### src/design/depth_background_max_remap_unit_macros.svh
// Assertion macros for the depth background design.
// They sample on clock and are switched off while reset is high.
`ifndef DEPTH_BACKGROUND_MAX_REMAP_UNIT_MACROS_SVH
`define DEPTH_BACKGROUND_MAX_REMAP_UNIT_MACROS_SVH

// The consequent must hold in the same cycle as the antecedent.
`define DBMR_ASSERT_NOW(label, ante, cons, msg) \
   label: assert property (@(posedge clock) disable iff (reset) (ante) |-> (cons)) \
      else $error(msg);

// The consequent must hold in the cycle after the antecedent.
`define DBMR_ASSERT_NEXT(label, ante, cons, msg) \
   label: assert property (@(posedge clock) disable iff (reset) (ante) |=> (cons)) \
      else $error(msg);

`endif

### src/design/dbmr_pkg.sv
`timescale 1ns / 1ps

package dbmr_pkg;

   localparam int DEPTH_W = 16;
   localparam int INDEX_W = 19;
   localparam int LEVEL_W = 8;
   localparam int NUM_W = DEPTH_W + LEVEL_W;

   localparam int PIXEL_COUNT_DEF = 307200;

   localparam int DIV_STEPS_PER_STAGE = 2;
   localparam int DIV_STAGES = LEVEL_W / DIV_STEPS_PER_STAGE;

   localparam int CSR_ADDR_W = 4;
   localparam int CSR_DATA_W = 32;
   localparam int CSR_INDEX_W = CSR_ADDR_W - 2;

   localparam logic [CSR_INDEX_W-1:0] REG_NEAR_LIMIT = 2'd0;
   localparam logic [CSR_INDEX_W-1:0] REG_FAR_LIMIT = 2'd1;
   localparam logic [CSR_INDEX_W-1:0] REG_UPDATE_MARGIN = 2'd2;

   typedef enum logic {
      ST_CLEAR,
      ST_RUN
   } store_state_type;

   typedef struct packed {
      logic [NUM_W-1:0]   rem;
      logic [DEPTH_W-1:0] span;
      logic [LEVEL_W-1:0] quo;
   } div_data_type;

endpackage

### src/design/dbmr_div_stage.sv
`timescale 1ns / 1ps

module dbmr_div_stage #(
   parameter int STEP_HI = dbmr_pkg::LEVEL_W - 1
) (
   input  logic                   clock,
   input  logic                   reset,
   input  logic                   in_valid,
   output logic                   in_ready,
   input  dbmr_pkg::div_data_type in_data,
   output logic                   out_valid,
   input  logic                   out_ready,
   output dbmr_pkg::div_data_type out_data
);
   import dbmr_pkg::*;

   logic valid_ff;
   div_data_type data_ff, data_in;

   assign in_ready = !valid_ff || out_ready;

   always_comb begin
      logic [NUM_W-1:0] divisor;
      data_in = in_data;
      for (int j = 0; j < DIV_STEPS_PER_STAGE; j++) begin
         divisor = NUM_W'(data_in.span) << (STEP_HI - j);
         if (data_in.rem >= divisor) begin
            data_in.rem = data_in.rem - divisor;
            data_in.quo[STEP_HI - j] = 1'b1;
         end
      end
   end

   always_ff @(posedge clock) begin
      if (reset) begin
         valid_ff <= 1'b0;
      end else if (in_ready) begin
         valid_ff <= in_valid;
      end
   end

   always_ff @(posedge clock) begin
      if (in_valid && in_ready) begin
         data_ff <= data_in;
      end
   end

   assign out_valid = valid_ff;
   assign out_data = data_ff;

endmodule

### config.mk
export PLATFORM = sky130hd
export DESIGN_NAME = dbmr_div_stage
export DESIGN_NICKNAME = d
export VERILOG_FILES = /design/src/design/depth_background_max_remap_unit_macros.svh /design/src/design/dbmr_pkg.sv /design/src/design/dbmr_div_stage.sv
export SDC_FILE = /design/constraint.sdc
export NUM_CORES = 1
export LEC_CHECK = 0
export ABC_AREA = 1
export BUFFER_PORTS_ARGS = -buffer_cell sky130_fd_sc_hd__buf_4
export CORE_MARGIN = 1
export CORE_UTILIZATION = 55
export CTS_CLUSTER_DIAMETER = 50
export DETAILED_ROUTE_END_ITERATION = 10
export PLACE_DENSITY = 0.82
export RECOVER_POWER = 25
export SLEW_MARGIN = 25
export SYNTH_ARGS = -nofsm -noshare
export SYNTH_HDL_FRONTEND = slang
export SYNTH_SLANG_ARGS = --single-unit
### constraint.sdc
create_clock -name clock -period 11.55 [get_ports clock]
set_input_delay 2.31 -clock clock [delete_from_list [all_inputs] [get_ports clock]]
set_output_delay 2.31 -clock clock [all_outputs]
set_load 0.02 [all_outputs]
# Yosys cells after proc, flatten, opt, wreduce, memory -nomap -nowiden
# Index checks and enable logic that the tools add are counted.
[op_classes]
n_addsub = 2
magnitude_cmp = 2
mux = 2
n_reduce_logical = 3
[ops]
columns = ["op", "n"]
rows = [
  ["two-way mux 24 bit", 2],
  ["greater-or-equal comparator 24 x 22 -> 1 bit", 1],
  ["greater-or-equal comparator 24 x 23 -> 1 bit", 1],
  ["subtractor 24 x 22 -> 24 bit", 1],
  ["subtractor 24 x 23 -> 24 bit", 1],
  ["logical AND 1 bit", 1],
  ["zero test 1 bit", 1],
  ["logical OR 1 bit", 1],
]
[totals]
reg_bits = 49
word_cells = 15

# Logic depth before layout (Yosys ltp)
[depth]
ltp_word = 4
depth_mapped = 30
ltp_nobuf = 26

# Worst setup path after synthesis
# Ideal clock, no wire load.
[synth_path]
path_kind = "input to register"
start = "input in_data[19] in the netlist's numbering"
end = "register data_ff (netlist bit out_data[37]) (data pin)"
setup_time_ns = 0.253
arrival_time_ns = 5.255
t_required_ns = 11.297
slack_ns = 6.043
path_stages = 28
path_cell_list = "inv_1 -> ha_1 -> nand2_1 -> inv_1 -> nand2_1 -> nand3_1 -> nand2_1 -> nand2_1 -> nor2_2 -> nand2_2 -> buf_6 -> buf_6 -> nand3_1 -> nand2_1 -> ha_1 -> nand2_1 -> inv_1 -> nand2_1 -> nand3_1 -> nand2_1 -> nand3_1 -> nand2_1 -> nand2_1 -> a21oi_4 -> nand3_2 -> buf_6 -> nand2_1 -> nand2_1"
[synth_rtl]
columns = ["element", "line_no", "text"]
rows = [
  ["start, declared", "dbmr_div_stage.sv:10", "input dbmr_pkg::div_data_type in_data,"],
  ["end signal, assigned", "dbmr_div_stage.sv:44", "data_ff <= data_in;"],
  ["end, declared", "dbmr_div_stage.sv:18", "div_data_type data_ff, data_in;"],
]

# Final worst setup path
[layout_path]
start = "input in_data[19] in the netlist's numbering"
end = "register data_ff (netlist bit out_data[6]) (data pin)"
[layout_via]
elab_chain_cells = 3
elab_cells_between_ends = 4
[layout_lines]
columns = ["element", "line_no", "text"]
rows = [
  ["subtractor 24 x 23 -> 24 bit or greater-or-equal comparator 24 x 23 -> 1 bit (tied branches)", "dbmr_div_stage.sv:28, dbmr_div_stage.sv:27", ""],
  ["two-way mux 24 bit", "dbmr_div_stage.sv:27", "if (data_in.rem >= divisor) begin"],
  ["greater-or-equal comparator 24 x 22 -> 1 bit *", "dbmr_div_stage.sv:27", ""],
]
# Every way passes the cells marked *; elsewhere a longest branch is shown, timed or not.
# A chain may end at the register's enable or synchronous reset.

==> results.md <==
* Mapped Cells at 519
* Die footprint at ~7600 µm²
* CP arrival at 6.66 ns
* Yosys reg bits at 49
* Clock root buffer: clkbuf_8
* Pleak at 2.44 nW
* Max-slew violation count at 0
* Tcrit/Tclk final at 57.1%
* Number of CTS-inserted buffers at 5
* Syn Area/Cell at 7.64 µm²
* Vias per cell at 5.48
* Final setup fails at 0
* Max Fclk at between 150 and 200 MHz
* Top cell type's share of synthesized area at 36.4%
* Clock Skews at around 0.008 ns
* Sequential group share of total power at a little over a third
* First-pass GRT wire length at 17100 µm
* CP Launch Type: input port
* DR WL/cell at 15.2 µm
* Worst Hold Depth at 2
* NumNets Final at 704
* Global route overflow at 0
* Setup TNS at 0 ns
* # DRC at 0
* Fin area at 4830 µm²
* Internal at 0.000404 W
* Worst skew pair latency at 0.31 ns
* Outcome: complete, no violations
* Global placement routability congestion at 0.951
* Die W at 86.9 µm
* Ant. Diodes at 0
* PD cells at 138 nW/µm²
* Drt pass-1 iters at 6
* IO Port Bufs at 101
* Gate power share at 46.2%
* Ports at approximately 100
* Global Route Usage Sum at between 20% and 30%
* CTS tree: yes
* Synth cell count leaders: 180 x nand2_1, 67 x inv_1, 48 x edfxtp_1, 32 x ha_1
* Vias in the first global route at 3636
* Layout area overhead at 21.7%
* Largest net degree at the start of global routing at slightly below 50
* Clock power share at between 15 and 20%
* FF-to-FF path depth at 2
* Worst EP required at about 12 ns
* Die Y at about 87 µm
* Critical Path Source: in_data[19]
* Std-Cell Rows at 30
* Clock period minus worst slack at 6.59 ns
* Area contributors post-synth: edfxtp_1 36%, nand2_1 17%, ha_1 10%
* Via count at 3919
* Synth area leader: edfxtp_1
* Reg clk slew, reported paths at ~0.09 ns
* Final hold vios at 0
* Antenna viol nets, final at 0
* Sequential area share after synthesis at a little under two fifths
* Hold_sp: out_valid
* Async set-reset flop share out of synthesis at 0%
* Sw Share at 39.4%
* Area post-placement at around 4800 µm²
* Tightest Hold Check Type: register to register
* HPWL Detailed at 8770 µm
* RSZ-0062 raised after global routing: no
* Top_reg_cell synth: edfxtp_1
* Initial DRC count at between 300 and 400
* Most common cell in the netlist: nand2_1
* Synthesized area at 3970 µm²
* Hold buffer count at CTS at 0
* CP Class: input port to register
* Initial antenna violation count at 0
* Yosys warning count at 0
* Starting density of the core at 57.7%
* Synth unique cells at 36
* Slew @ Worst Pin at 0.801 ns
* Headroom to the max-slew limit at 46.4%
* Worst Setup End Kind: register
* NetSw at 0.000262 W
* Layout cells sized above 1 at roughly a fifth
* Worst-path fanout max at 20
* Total power at roughly 0.00067 W
* Clk buf depth at 2
* CTS sink count at 49
* Setup Fix Bufs, Post-CTS at 0
* # resized after CTS at 0
* Worst VDD drop at 48.5 µV
* Core area at just under 7000 µm²
* Max_cap viols at 0
* Syn nets at ~610
* Routed WL at 10900 µm
* FF-to-FF Start: out_valid
* Post-synth EDFFs at 48
* CTS HTree Levels at 2
worst max-delay path, stage by stage:
cell and delay, ns:
clkbuf_1 0.10, inv_1 0.09, ha_1 0.36, nand2_1 0.16, inv_1 0.05, nand2_1 0.07, nand3_1 0.09, nand2_1 0.07
nand2_1 0.07, nor2_2 0.23, nand2_2 0.30, inv_2 0.26, nand2_1 0.07, nand2_1 0.12, ha_1 0.29, nand2_1 0.11
inv_1 0.07, nand2_1 0.08, nand3_1 0.14, nand2_1 0.11, nand3_1 0.08, nand2_1 0.07, nand2_1 0.08, a21oi_4 0.47
nand3_2 0.44, or2_1 0.35
through the flow:
step                worst slack [ns]  hold WS, ns  util, %  cells
finish                          4.96        0.586     70.3    715
detailed placement              4.81        0.578     69.5    707
global placement                4.96        0.515     69.5    707
floorplan                       6.04        0.705        -    519
global route                    4.56        0.619     70.3    715
CTS                             5.11        0.590     71.1    715
area by class of cell:
cell class | instances | area [µm²]
inverter | 69 | 259
sequential | 49 | 1460
multi-input combinational | 391 | 2170
clock inverter | 3 | 41.3
tap | 96 | 120
timing repair buffer | 102 | 709
clock buffer | 5 | 68.8
fill | 592 | 2040
registers in the layout, indices dropped and copies added (netlist names):
| signal | flops |
|---|---|
| out_data | 48 |
| out_valid | 1 |
logic make-up after synthesis:
logic type	synth area share, %
buffers and inverters	8.80
and+or+nand+nor	32.2
xor gates and xnor gates	3.31
AOI/OAI and AO/OA	7.70
adders and majority gates	11.1
DFF	36.9
power by group through the flow:
stage | logic [W] | clock network, W | registers, W
after floorplan | 0.000184 | 0 | 0.000269
after global placement | 0.000296 | 0 | 0.000238
after detailed placement | 0.000303 | 0 | 0.000239
after CTS | 0.000306 | 0.000123 | 0.000235
after global routing | 0.000337 | 0.000130 | 0.000237
final | 0.000308 | 0.000123 | 0.000235
placed cells by master, fill, tap and decap left out, types with 2 or more instances in the layout:
cell	instances
a21oi_4	2
nand2_2	2
nand3b_1	8
nor2_2	4
nand3_2	3
or2_2	7
nor2_1	26
nand2_1	180
edfxtp_1	48
nor4_1	2
nand3_1	31
a21o_1	2
nor3_1	2
clkbuf_1	15
buf_4	66
clkbuf_4	21
clkbuf_8	5
nand4_1	20
a21oi_1	30
fa_1	2
inv_2	2
xnor2_1	4
ha_1	32
inv_1	67
xor2_1	11
o21ai_0	13
path summary, 6_finish.rpt:
check             slack (ns)           end
setup / recovery        4.96   out_data[6]
setup reg to reg       10.17  out_data[18]
hold reg to reg         0.59     out_valid
hold / removal          0.59     out_valid
routing by layer:
layer / vias to the layer above / GRT usage [%] / wire (µm)
met4: 0 / 7.27 / 201
li1: 1916 / - / -
met2: 202 / 51.8 / 5340
met1: 1777 / 38.2 / 4510
met5: - / 0 / 0
met3: 24 / 4.17 / 845
No activity file was read; power rests on OpenSTA's default activity.
