## src/design/depth_background_max_remap_unit_macros.svh

```systemverilog
// Assertion macros for the depth background design.
// They sample on clock and are switched off while reset is high.
`ifndef DEPTH_BACKGROUND_MAX_REMAP_UNIT_MACROS_SVH
`define DEPTH_BACKGROUND_MAX_REMAP_UNIT_MACROS_SVH

// The consequent must hold in the same cycle as the antecedent.
`define DBMR_ASSERT_NOW(label, ante, cons, msg) \
   label: assert property (@(posedge clock) disable iff (reset) (ante) |-> (cons)) \
      else $error(msg);

// The consequent must hold in the cycle after the antecedent.
`define DBMR_ASSERT_NEXT(label, ante, cons, msg) \
   label: assert property (@(posedge clock) disable iff (reset) (ante) |=> (cons)) \
      else $error(msg);

`endif

```

## src/design/dbmr_pkg.sv

```systemverilog
`timescale 1ns / 1ps

package dbmr_pkg;

   localparam int DEPTH_W = 16;
   localparam int INDEX_W = 19;
   localparam int LEVEL_W = 8;
   localparam int NUM_W = DEPTH_W + LEVEL_W;

   localparam int PIXEL_COUNT_DEF = 307200;

   localparam int DIV_STEPS_PER_STAGE = 2;
   localparam int DIV_STAGES = LEVEL_W / DIV_STEPS_PER_STAGE;

   localparam int CSR_ADDR_W = 4;
   localparam int CSR_DATA_W = 32;
   localparam int CSR_INDEX_W = CSR_ADDR_W - 2;

   localparam logic [CSR_INDEX_W-1:0] REG_NEAR_LIMIT = 2'd0;
   localparam logic [CSR_INDEX_W-1:0] REG_FAR_LIMIT = 2'd1;
   localparam logic [CSR_INDEX_W-1:0] REG_UPDATE_MARGIN = 2'd2;

   typedef enum logic {
      ST_CLEAR,
      ST_RUN
   } store_state_type;

   typedef struct packed {
      logic [NUM_W-1:0]   rem;
      logic [DEPTH_W-1:0] span;
      logic [LEVEL_W-1:0] quo;
   } div_data_type;

endpackage

```

## src/design/dbmr_remap_prep.sv

```systemverilog
`timescale 1ns / 1ps

module dbmr_remap_prep (
   input  logic                         clock,
   input  logic                         reset,
   input  logic                         in_valid,
   output logic                         in_ready,
   input  logic [dbmr_pkg::DEPTH_W-1:0] bg,
   input  logic [dbmr_pkg::DEPTH_W-1:0] near_limit,
   input  logic [dbmr_pkg::DEPTH_W-1:0] far_limit,
   output logic                         out_valid,
   input  logic                         out_ready,
   output dbmr_pkg::div_data_type       out_data
);
   import dbmr_pkg::*;

   logic valid_ff;
   div_data_type data_ff, data_in;
   logic out_of_window;
   logic [DEPTH_W-1:0] delta;

   assign in_ready = !valid_ff || out_ready;

   always_comb begin
      out_of_window = (bg == '0) || (bg < near_limit) || (bg > far_limit) ||
                      (far_limit == near_limit);
      delta = bg - near_limit;
      if (out_of_window) begin
         data_in.rem = '0;
         data_in.span = '1;
      end else begin
         data_in.rem = {delta, LEVEL_W'(0)} - NUM_W'(delta);
         data_in.span = far_limit - near_limit;
      end
      data_in.quo = '0;
   end

   always_ff @(posedge clock) begin
      if (reset) begin
         valid_ff <= 1'b0;
      end else if (in_ready) begin
         valid_ff <= in_valid;
      end
   end

   always_ff @(posedge clock) begin
      if (in_valid && in_ready) begin
         data_ff <= data_in;
      end
   end

   assign out_valid = valid_ff;
   assign out_data = data_ff;

endmodule

```

## config.mk

```make
export PLATFORM = sky130hd
export DESIGN_NAME = dbmr_remap_prep
export DESIGN_NICKNAME = d
export VERILOG_FILES = /design/src/design/depth_background_max_remap_unit_macros.svh /design/src/design/dbmr_pkg.sv /design/src/design/dbmr_remap_prep.sv
export SDC_FILE = /design/constraint.sdc
export NUM_CORES = 1
export LEC_CHECK = 0
export ABC_AREA = 1
export BUFFER_PORTS_ARGS = -buffer_cell sky130_fd_sc_hd__buf_2
export CELL_PAD_IN_SITES_DETAIL_PLACEMENT = 1
export CELL_PAD_IN_SITES_GLOBAL_PLACEMENT = 1
export CORE_MARGIN = 10
export CORE_UTILIZATION = 43
export DETAILED_ROUTE_END_ITERATION = 7
export PLACE_DENSITY = 0.95
export SKIP_LAST_GASP = 1
export SLEW_MARGIN = 10
export SYNTH_ARGS = -nofsm -noshare
export SYNTH_HDL_FRONTEND = slang
export SYNTH_SLANG_ARGS = --single-unit
```

## constraint.sdc

```tcl
create_clock -name clock -period 8 [get_ports clock]
set_input_delay 1.2 -clock clock [delete_from_list [all_inputs] [get_ports clock]]
set_output_delay 1.2 -clock clock [all_outputs]
set_load 0.01 [all_outputs]
```

# --- Word level (Yosys, flattened, before mapping) ---
# Cells that the tools add are included.
op_classes:
  addsub: 3
  order_cmp: 2
  n_eq_ne: 1
  reduce_logical: 7
ops:
  columns: ["operator", "count"]
  rows:
  - ["$sub 16x16->16", 2]
  - ["$sub 24x16->24", 1]
  - ["$eq 16x16->1", 1]
  - ["$gt 16x16->1", 1]
  - ["$logic_not 16->1", 1]
  - ["$lt 16x16->1", 1]
  - ["$logic_or 1x1->1", 4]
  - ["$logic_and 1x1->1", 1]
  - ["$logic_not 1->1", 1]
totals:
  reg_bits: 41
  input_bits: 52

# --- Logic depth before layout (Yosys ltp) ---
# Gate-level depths: netlist (run 1).
logic_depth:
  depth_word: 4
  ltp_mapped: 24

# --- Worst setup path before layout (run 1) ---
# No wires, ideal clock.
synth_timing:
  path_kind: "input port to flip-flop"
  start: "in near_limit[8] in the netlist's numbering"
  end: "reg data_ff, in the netlist out_data[44], data pin"
  setup_ns: 0.253
  arrival_ns: 3.676
  t_required_ns: 7.747
  path_slack_ns: 4.071
  stages: 22
  path_buffers: 0
  path_cell_list: "inv_1 > ha_1 > nand2_1 > inv_1 > nand2_1 > nand2_1 > a21oi_1 > nand2_1 > nand2_2 > nand2_1 > a21oi_1 > xor2_1 > inv_1 > ha_1 > a21oi_1 > inv_1 > a21oi_1 > nand2_1 > nor2_1 > nand2_1 > nand2_1 > nor2_1"
synth_between:
  elab_chain_len: 4
synth_rtl:
  columns: ["element", "line", "rtl"]
  rows:
  - ["start: declaration", "dbmr_remap_prep.sv:9", "input logic [dbmr_pkg::DEPTH_W-1:0] near_limit,"]
  - ["parallel branches: the longest is 4 deep, another holds $sub 24x16->24", null, null]
  - ["end signal: assignment", "dbmr_remap_prep.sv:48", "data_ff <= data_in;"]
  - ["end: declaration", "dbmr_remap_prep.sv:18", "div_data_type data_ff, data_in;"]
# Parallel ways; which one is timed is not known.
# A chain may end at the register's enable or synchronous reset.

# --- Worst setup path after layout (run 1) ---
layout_timing:
  start: "in bg[0] in the netlist's numbering"
  end: "reg data_ff, in the netlist out_data[36], data pin"
layout_between:
  elab_chain_len: 4
layout_rtl:
  columns: ["element", "line", "rtl"]
  rows:
  - ["start: declaration", "dbmr_remap_prep.sv:8", "input logic [dbmr_pkg::DEPTH_W-1:0] bg,"]
  - ["parallel branches: the longest is 4 deep, another holds $sub 24x16->24", null, null]
# Parallel ways; which one is timed is not known.

==> results.json, run 1 <==
{
  "status": "completed",
  "yosysMostFrequentCell": "nand2_1",
  "clock_latency_ns": 0.31,
  "rsz0062_at_grt": "no",
  "maxCapViolCount": 0,
  "fin_crit_ns": 4.35,
  "vias_per_cell": 5.23,
  "numClockSinks": 41,
  "cts.reportedPaths.clkPinSlew_ns": 0.09,
  "netlist.area_leader.share_pct": 25.5,
  "p_leak_uw": 0.00284,
  "fp.coreArea_um2": 10800,
  "cts_hold_buf": 0,
  "drt_iter0_drc": 214,
  "synth_edf_count": 40,
  "syn-cell-area_um2": 4700,
  "dieWidth_um": 125,
  "yosys_warnings": 0,
  "p_comb_share_pct": 50.1,
  "setup_viol": 0,
  "drc": 0,
  "cts_root_buf": "clkbuf_8",
  "hpwl_um": 13400,
  "cts_setup_buffers": 0,
  "place.gp.congestion": 0.929,
  "utilization_pct": 50.2,
  "rows": 38,
  "crit_path_start_kind": "input pin",
  "async_reset_ff_share_pct": 0,
  "port_buffers": 93,
  "grt_pass1_vias": 5210,
  "fill_cells": 1457,
  "multiInputGateArea_um2": 2990,
  "synth_common_cells": "nand2_1 (155), inv_1 (110), nor2_1 (58)",
  "netlist_top_cells_area": "edfxtp_1 (26%), ha_1 (14%), nand2_1 (12%)",
  "synth_top_area_cell": "edfxtp_1",
  "cp_data_arrival_time_ns": 4.51,
  "seq_area_frac_synth_pct": 26.0,
  "skew_ns": 0.0108,
  "cp.required_ns": 8.16,
  "layout_worst_path_cycle_share_pct": 54.4,
  "grt_max_degree": 41,
  "die_h_um": 125,
  "syn_inst": 664,
  "switching_power_uw": 382,
  "firstDrtPassIters": 4,
  "syn_avg_cell_area_um2": 7.08,
  "final_layout_size_suffix_gt1_share_pct": 22.1,
  "cts_buffers": 5,
  "vdd_drop_max_mv": 0.0831,
  "post_cts_resized": 0,
  "fin_nets": 867,
  "swShare_pct": 43.2,
  "grt_overflow": 0,
  "maxSlewViolCount": 0,
  "cts_max_level": 2,
  "pwr_density_cell_nw_per_um2": 163,
  "fmax_mhz": 230,
  "num_io_pins": 102,
  "clkPwrFrac_pct": 19.6,
  "cp-end-kind": "flip-flop",
  "post_drt_wl_per_cell_um": 17.3,
  "p_int_uw": 502,
  "grt_antenna_before_repair": 0,
  "hold_path_class": "reg -> reg",
  "antennaDiodeCount": 0,
  "synth_flop_cell": "edfxtp_1",
  "die_area_um2": 15500,
  "cp_max_fo": 21,
  "grt_usage_pct": 19.8,
  "drt-total-wl_um": 15600,
  "ff_latch_area_um2": 1220,
  "cts_tree": "done",
  "hold_viol_final": 0,
  "ant_nets": 0,
  "initial_core_util_pct": 43.6,
  "seqPwrFrac_pct": 30.3,
  "worst_pin_slew_ns": 0.806,
  "ys_ff_latch": 41,
  "synth_cell_types": 44,
  "maxSlewHeadroom_pct": 46.1,
  "num_vias": 4709,
  "syn_to_final_growth_pct": 15.2,
  "setup_tns_ns": 0,
  "grt_pass1_wl_um": 25800,
  "worstSetupPathType": "in -> reg",
  "cts.path.max_buffers": 2
}
-- logic make-up (layout without fill, tap and decap cells) --
family | after synthesis | count (layout) | synth area share [%]
flops | 41 | 41 | 26.0
buf+inv | 133 | 223 | 11.4
fa+ha+maj | 55 | 55 | 15.0
xor+xnor | 16 | 16 | 3.14
compound gates | 80 | 80 | 9.12
other cells | 1 | 8 | 0.0797
simple gates | 338 | 338 | 35.4
-- cell usage in the layout, fill, tap and decap left out, types with 2 or more instances in the layout --
cell         n
clkbuf_8     5
and2_1       3
and3_1       2
nand3_1     36
conb_1       8
o21ai_0     17
nor4_1       5
xor2_1      14
o21bai_1     2
nor3_1       7
nand3_4      2
nand3b_1     3
nor2_1      58
fa_1         2
or2_2        4
buf_2       93
nand2_1    155
nor2_2       8
inv_2       10
inv_1      110
nand2_4      5
o2111ai_1    2
nand2_2     17
nor2_4       2
o21ai_1      2
nand3b_2     2
nor3b_1      2
nand4_1     12
nand3_2     13
a21oi_1     50
ha_1        53
edfxtp_1    40
-- area by class of cell --
cell class / instances / area share, %
multi-input combinational: 497 / 55.1
tap: 140 / 3.23
inverter: 121 / 8.39
sequential: 41 / 22.5
clock inverter: 2 / 0.647
timing repair buffer: 94 / 8.73
clock buffer: 6 / 1.34
-- routing by layer --
metal	routed length, µm	global-route usage, %
met4	265	5.21
met3	679	3.74
met1	6590	22.1
met5	0	0
met2	8090	37.2
-- sequential cells by signal, summed over array words and instances (netlist names) --
signal / cells
out_data: 40
out_valid: 1
-- path summary, 6_finish.rpt --
kind	slack [ns]	start	to	depth (start not counted)
hold reg to reg	0.54	out_valid	out_valid	2
hold / removal	0.54	out_valid	out_valid	2
setup / recovery	3.65	bg[0]	out_data[36]	17
setup reg to reg	6.67	out_valid	out_data[32]	2
-- worst max-delay path, cell delays in order --
cell      delay [ns]
buf_2           0.09
inv_1           0.06
ha_1            0.20
inv_1           0.07
fa_1            0.27
nand3_2         0.11
nand3_2         0.10
nand2_1         0.08
nand2_1         0.08
nand2_1         0.10
nand2_1         0.12
a21oi_1         0.07
o21bai_1        0.17
nand3_1         0.59
inv_1           0.83
o21ai_0         0.19
a21oi_1         0.16
-- through the flow --
step	worst slack, ns	hold slack [ns]	instance area (µm²)	total power, µW	instances
3_3_place_gp	3.50	0.507	5310	691	893
6_report	3.65	0.537	5420	884	901
2_1_floorplan	4.07	0.577	4730	584	671
5_1_grt	3.26	0.589	5420	952	901
4_1_cts	3.65	0.551	5420	889	901
3_5_place_dp	3.31	0.540	5310	712	893
-- power groups by stage --
stage	Sequential [µW]	Combinational (µW)	Clock, µW
2_1_floorplan	284	300	0
3_3_place_gp	272	419	0
3_5_place_dp	273	439	0
4_1_cts	268	443	177
5_1_grt	270	498	185
6_report	268	443	174
Power figures use the tool's default switching activity.
==> run 2, diff against run 1 <==
--- a/config.mk
+++ b/config.mk
@@ -10,9 +10,9 @@
 export CELL_PAD_IN_SITES_DETAIL_PLACEMENT = 1
 export CELL_PAD_IN_SITES_GLOBAL_PLACEMENT = 1
 export CORE_MARGIN = 10
-export CORE_UTILIZATION = 43
+export CORE_UTILIZATION = 40
 export DETAILED_ROUTE_END_ITERATION = 7
-export PLACE_DENSITY = 0.95
+export PLACE_DENSITY = 0.92
 export SKIP_LAST_GASP = 1
 export SLEW_MARGIN = 10
 export SYNTH_ARGS = -nofsm -noshare
==> constraint.sdc (replaced) <==
create_clock -name clock -period 4.12 [get_ports clock]
set_input_delay 0.618 -clock clock [delete_from_list [all_inputs] [get_ports clock]]
set_output_delay 0.618 -clock clock [all_outputs]
set_load 0.01 [all_outputs]
==> run 2 against run 1 <==
First-iteration DRC count is 43% lower. Worst hold slack worse by 0.065 ns. Count of clock-buffer cells in the layout is 1 higher. Critical path type unchanged. Critical path depth grew 7.
==> results.json, run 2 (synthesis gave the netlist of run 1 again) <==
{
  "grt_max_degree": 22,
  "p_leak_uw": 0.00287,
  "place.gp.congestion": 0.963,
  "hold_viol_final": 0,
  "cp.required_ns": 4.18,
  "slowest_delay_ns": 0.39,
  "grt_overflow": 0,
  "grt_pass1_wl_um": 25300,
  "cp_data_arrival_time_ns": 3.59,
  "fin_crit_ns": 3.54,
  "final_common_cell": "nand2_1",
  "port_buffers": 93,
  "vdd_drop_max_mv": 0.210,
  "design_power_total_uw": 1800,
  "critPathBufInv": 4,
  "grt_usage_pct": 18.9,
  "initial_core_util_pct": 41.0,
  "dp.cells": 897,
  "vias_per_cell": 5.14,
  "fp.coreArea_um2": 11500,
  "fmax_mhz": 283,
  "dieWidth_um": 128,
  "rsz0062_at_grt": "no",
  "cts_tree": "done",
  "layout_setup_ws_ns": 0.585,
  "whs_ns": 0.472,
  "critical_path.most_common_cell": "nand2_1",
  "cp_max_fo": 7,
  "setup_viol": 0,
  "num_io_pins": 102,
  "pre_cts_slack_ns": 0.271,
  "hpwl_um": 13400,
  "ant_nets": 0,
  "status": "completed",
  "clock_latency_ns": 0.30,
  "maxCapViolCount": 0,
  "grt_pass1_vias": 5196,
  "syn_to_final_growth_pct": 16.5,
  "drc": 0,
  "layout.cells.non_filler": 905,
  "worstSetupPathType": "in -> reg",
  "hold_path_class": "in -> reg",
  "num_vias": 4654,
  "drt-total-wl_um": 15400,
  "setup_tns_ns": 0,
  "post_drt_wl_per_cell_um": 17.0,
  "antennaDiodeCount": 0,
  "cts_buffers": 5,
  "cts.reportedPaths.clkPinSlew_ns": 0.06,
  "grt_antenna_before_repair": 0,
  "cts_hold_buf": 0,
  "final_layout_size_suffix_gt1_share_pct": 22.3,
  "worst_pin_slew_ns": 0.765,
  "layout_worst_path_cycle_share_pct": 85.8,
  "maxSlewHeadroom_pct": 48.9,
  "die_h_um": 128,
  "cp-end-kind": "flip-flop",
  "cts_max_level": 2,
  "cp_top_family": "simple AND/OR/NAND/NOR gates",
  "cts.path.max_buffers": 2,
  "fill_cells": 1546,
  "crit_path_start_kind": "input pin",
  "final_cell_mix": "nand2_1 (155), inv_1 (110), buf_2 (93)",
  "fin_nets": 868,
  "drt_iter0_drc": 121,
  "cts_root_buf": "clkbuf_16",
  "maxSlewViolCount": 0,
  "die_area_um2": 16500,
  "numClockSinks": 41,
  "skew_ns": 0.00372,
  "path_cells": "buf_2, ha_1, nand2_1, nand2_1, inv_2, nand2_4, nand2_4, nand2_4, nand2_2, nand2_1, nand2_2, nand2_1, a21oi_1, xor2_1, inv_1, ha_1, a21oi_1, inv_1, a21oi_1, nand2_1, nor2_1, nand2_1, nand2_1, nor2_1",
  "firstDrtPassIters": 4,
  "largest_register_ffs": 40,
  "cts_setup_buffers": 0,
  "slowest_stage": "ha_1",
  "rows": 39,
  "post_cts_resized": 0,
  "pwr_density_cell_nw_per_um2": 329
}
==> run 2: cell count changes in the layout (fill, tap and decap cells not counted), sizes merged <==
cell,previous run,this run
buf,94,95
bufinv,1,0
clkbuf,6,7
==> run 2: final timing paths <==
path / startpoint / end / slack, ns / depth (start not counted)
hold reg to reg: out_valid / out_valid / 0.54 / 2
setup reg to reg: out_valid / out_data[37] / 2.38 / 2
setup / recovery: bg[2] / out_data[44] / 0.58 / 24
hold / removal: reset / out_valid / 0.47 / 2
==> run 2: area by class of cell <==
type | instances | area (µm²) | area share (%)
well taps | 143 | 179 | 3.27
multi-input cells | 497 | 2990 | 54.5
inverters | 121 | 454 | 8.29
clock buffers | 7 | 153 | 2.79
clock inverters | 1 | 5.00 | 0.0914
repair buffers | 95 | 480 | 8.77
flip-flops and latches | 41 | 1220 | 22.3
==> run 2: routing by layer <==
metal | share of wire [%] | vias up | GRT usage, %
met5 | 0 | - | 0
met2 | 50 | 96 | 34.6
met1 | 43 | 2197 | 20.7
met4 | 1.7 | 0 | 5.10
li1 | - | 2343 | -
met3 | 5.3 | 18 | 5.30
==> run 2: worst reg2reg max path, cell delays in order, from the launching register on <==
cell	delay [ns]
dfxtp_1	0.34
a21oi_4	0.63
buf_4	0.44
==> run 2: power breakdown <==
| part | leakage, µW | total (µW) | internal (µW) | switching [µW] |
|---|---|---|---|---|
| clock | 0.0000799 | 432 | 257 | 175 |
| combinational | 0.00241 | 852 | 286 | 566 |
| sequential | 0.000381 | 521 | 510 | 10.2 |
| total | 0.00287 | 1800 | 1050 | 750 |
==> run 2: through the flow <==
step | cell area, µm² | util [%]
after floorplan | 4730 | -
after global placement | 5320 | 46.4
after detailed placement | 5320 | 46.4
after CTS | 5480 | 47.8
after global routing | 5480 | 47.8
final | 5480 | 47.8
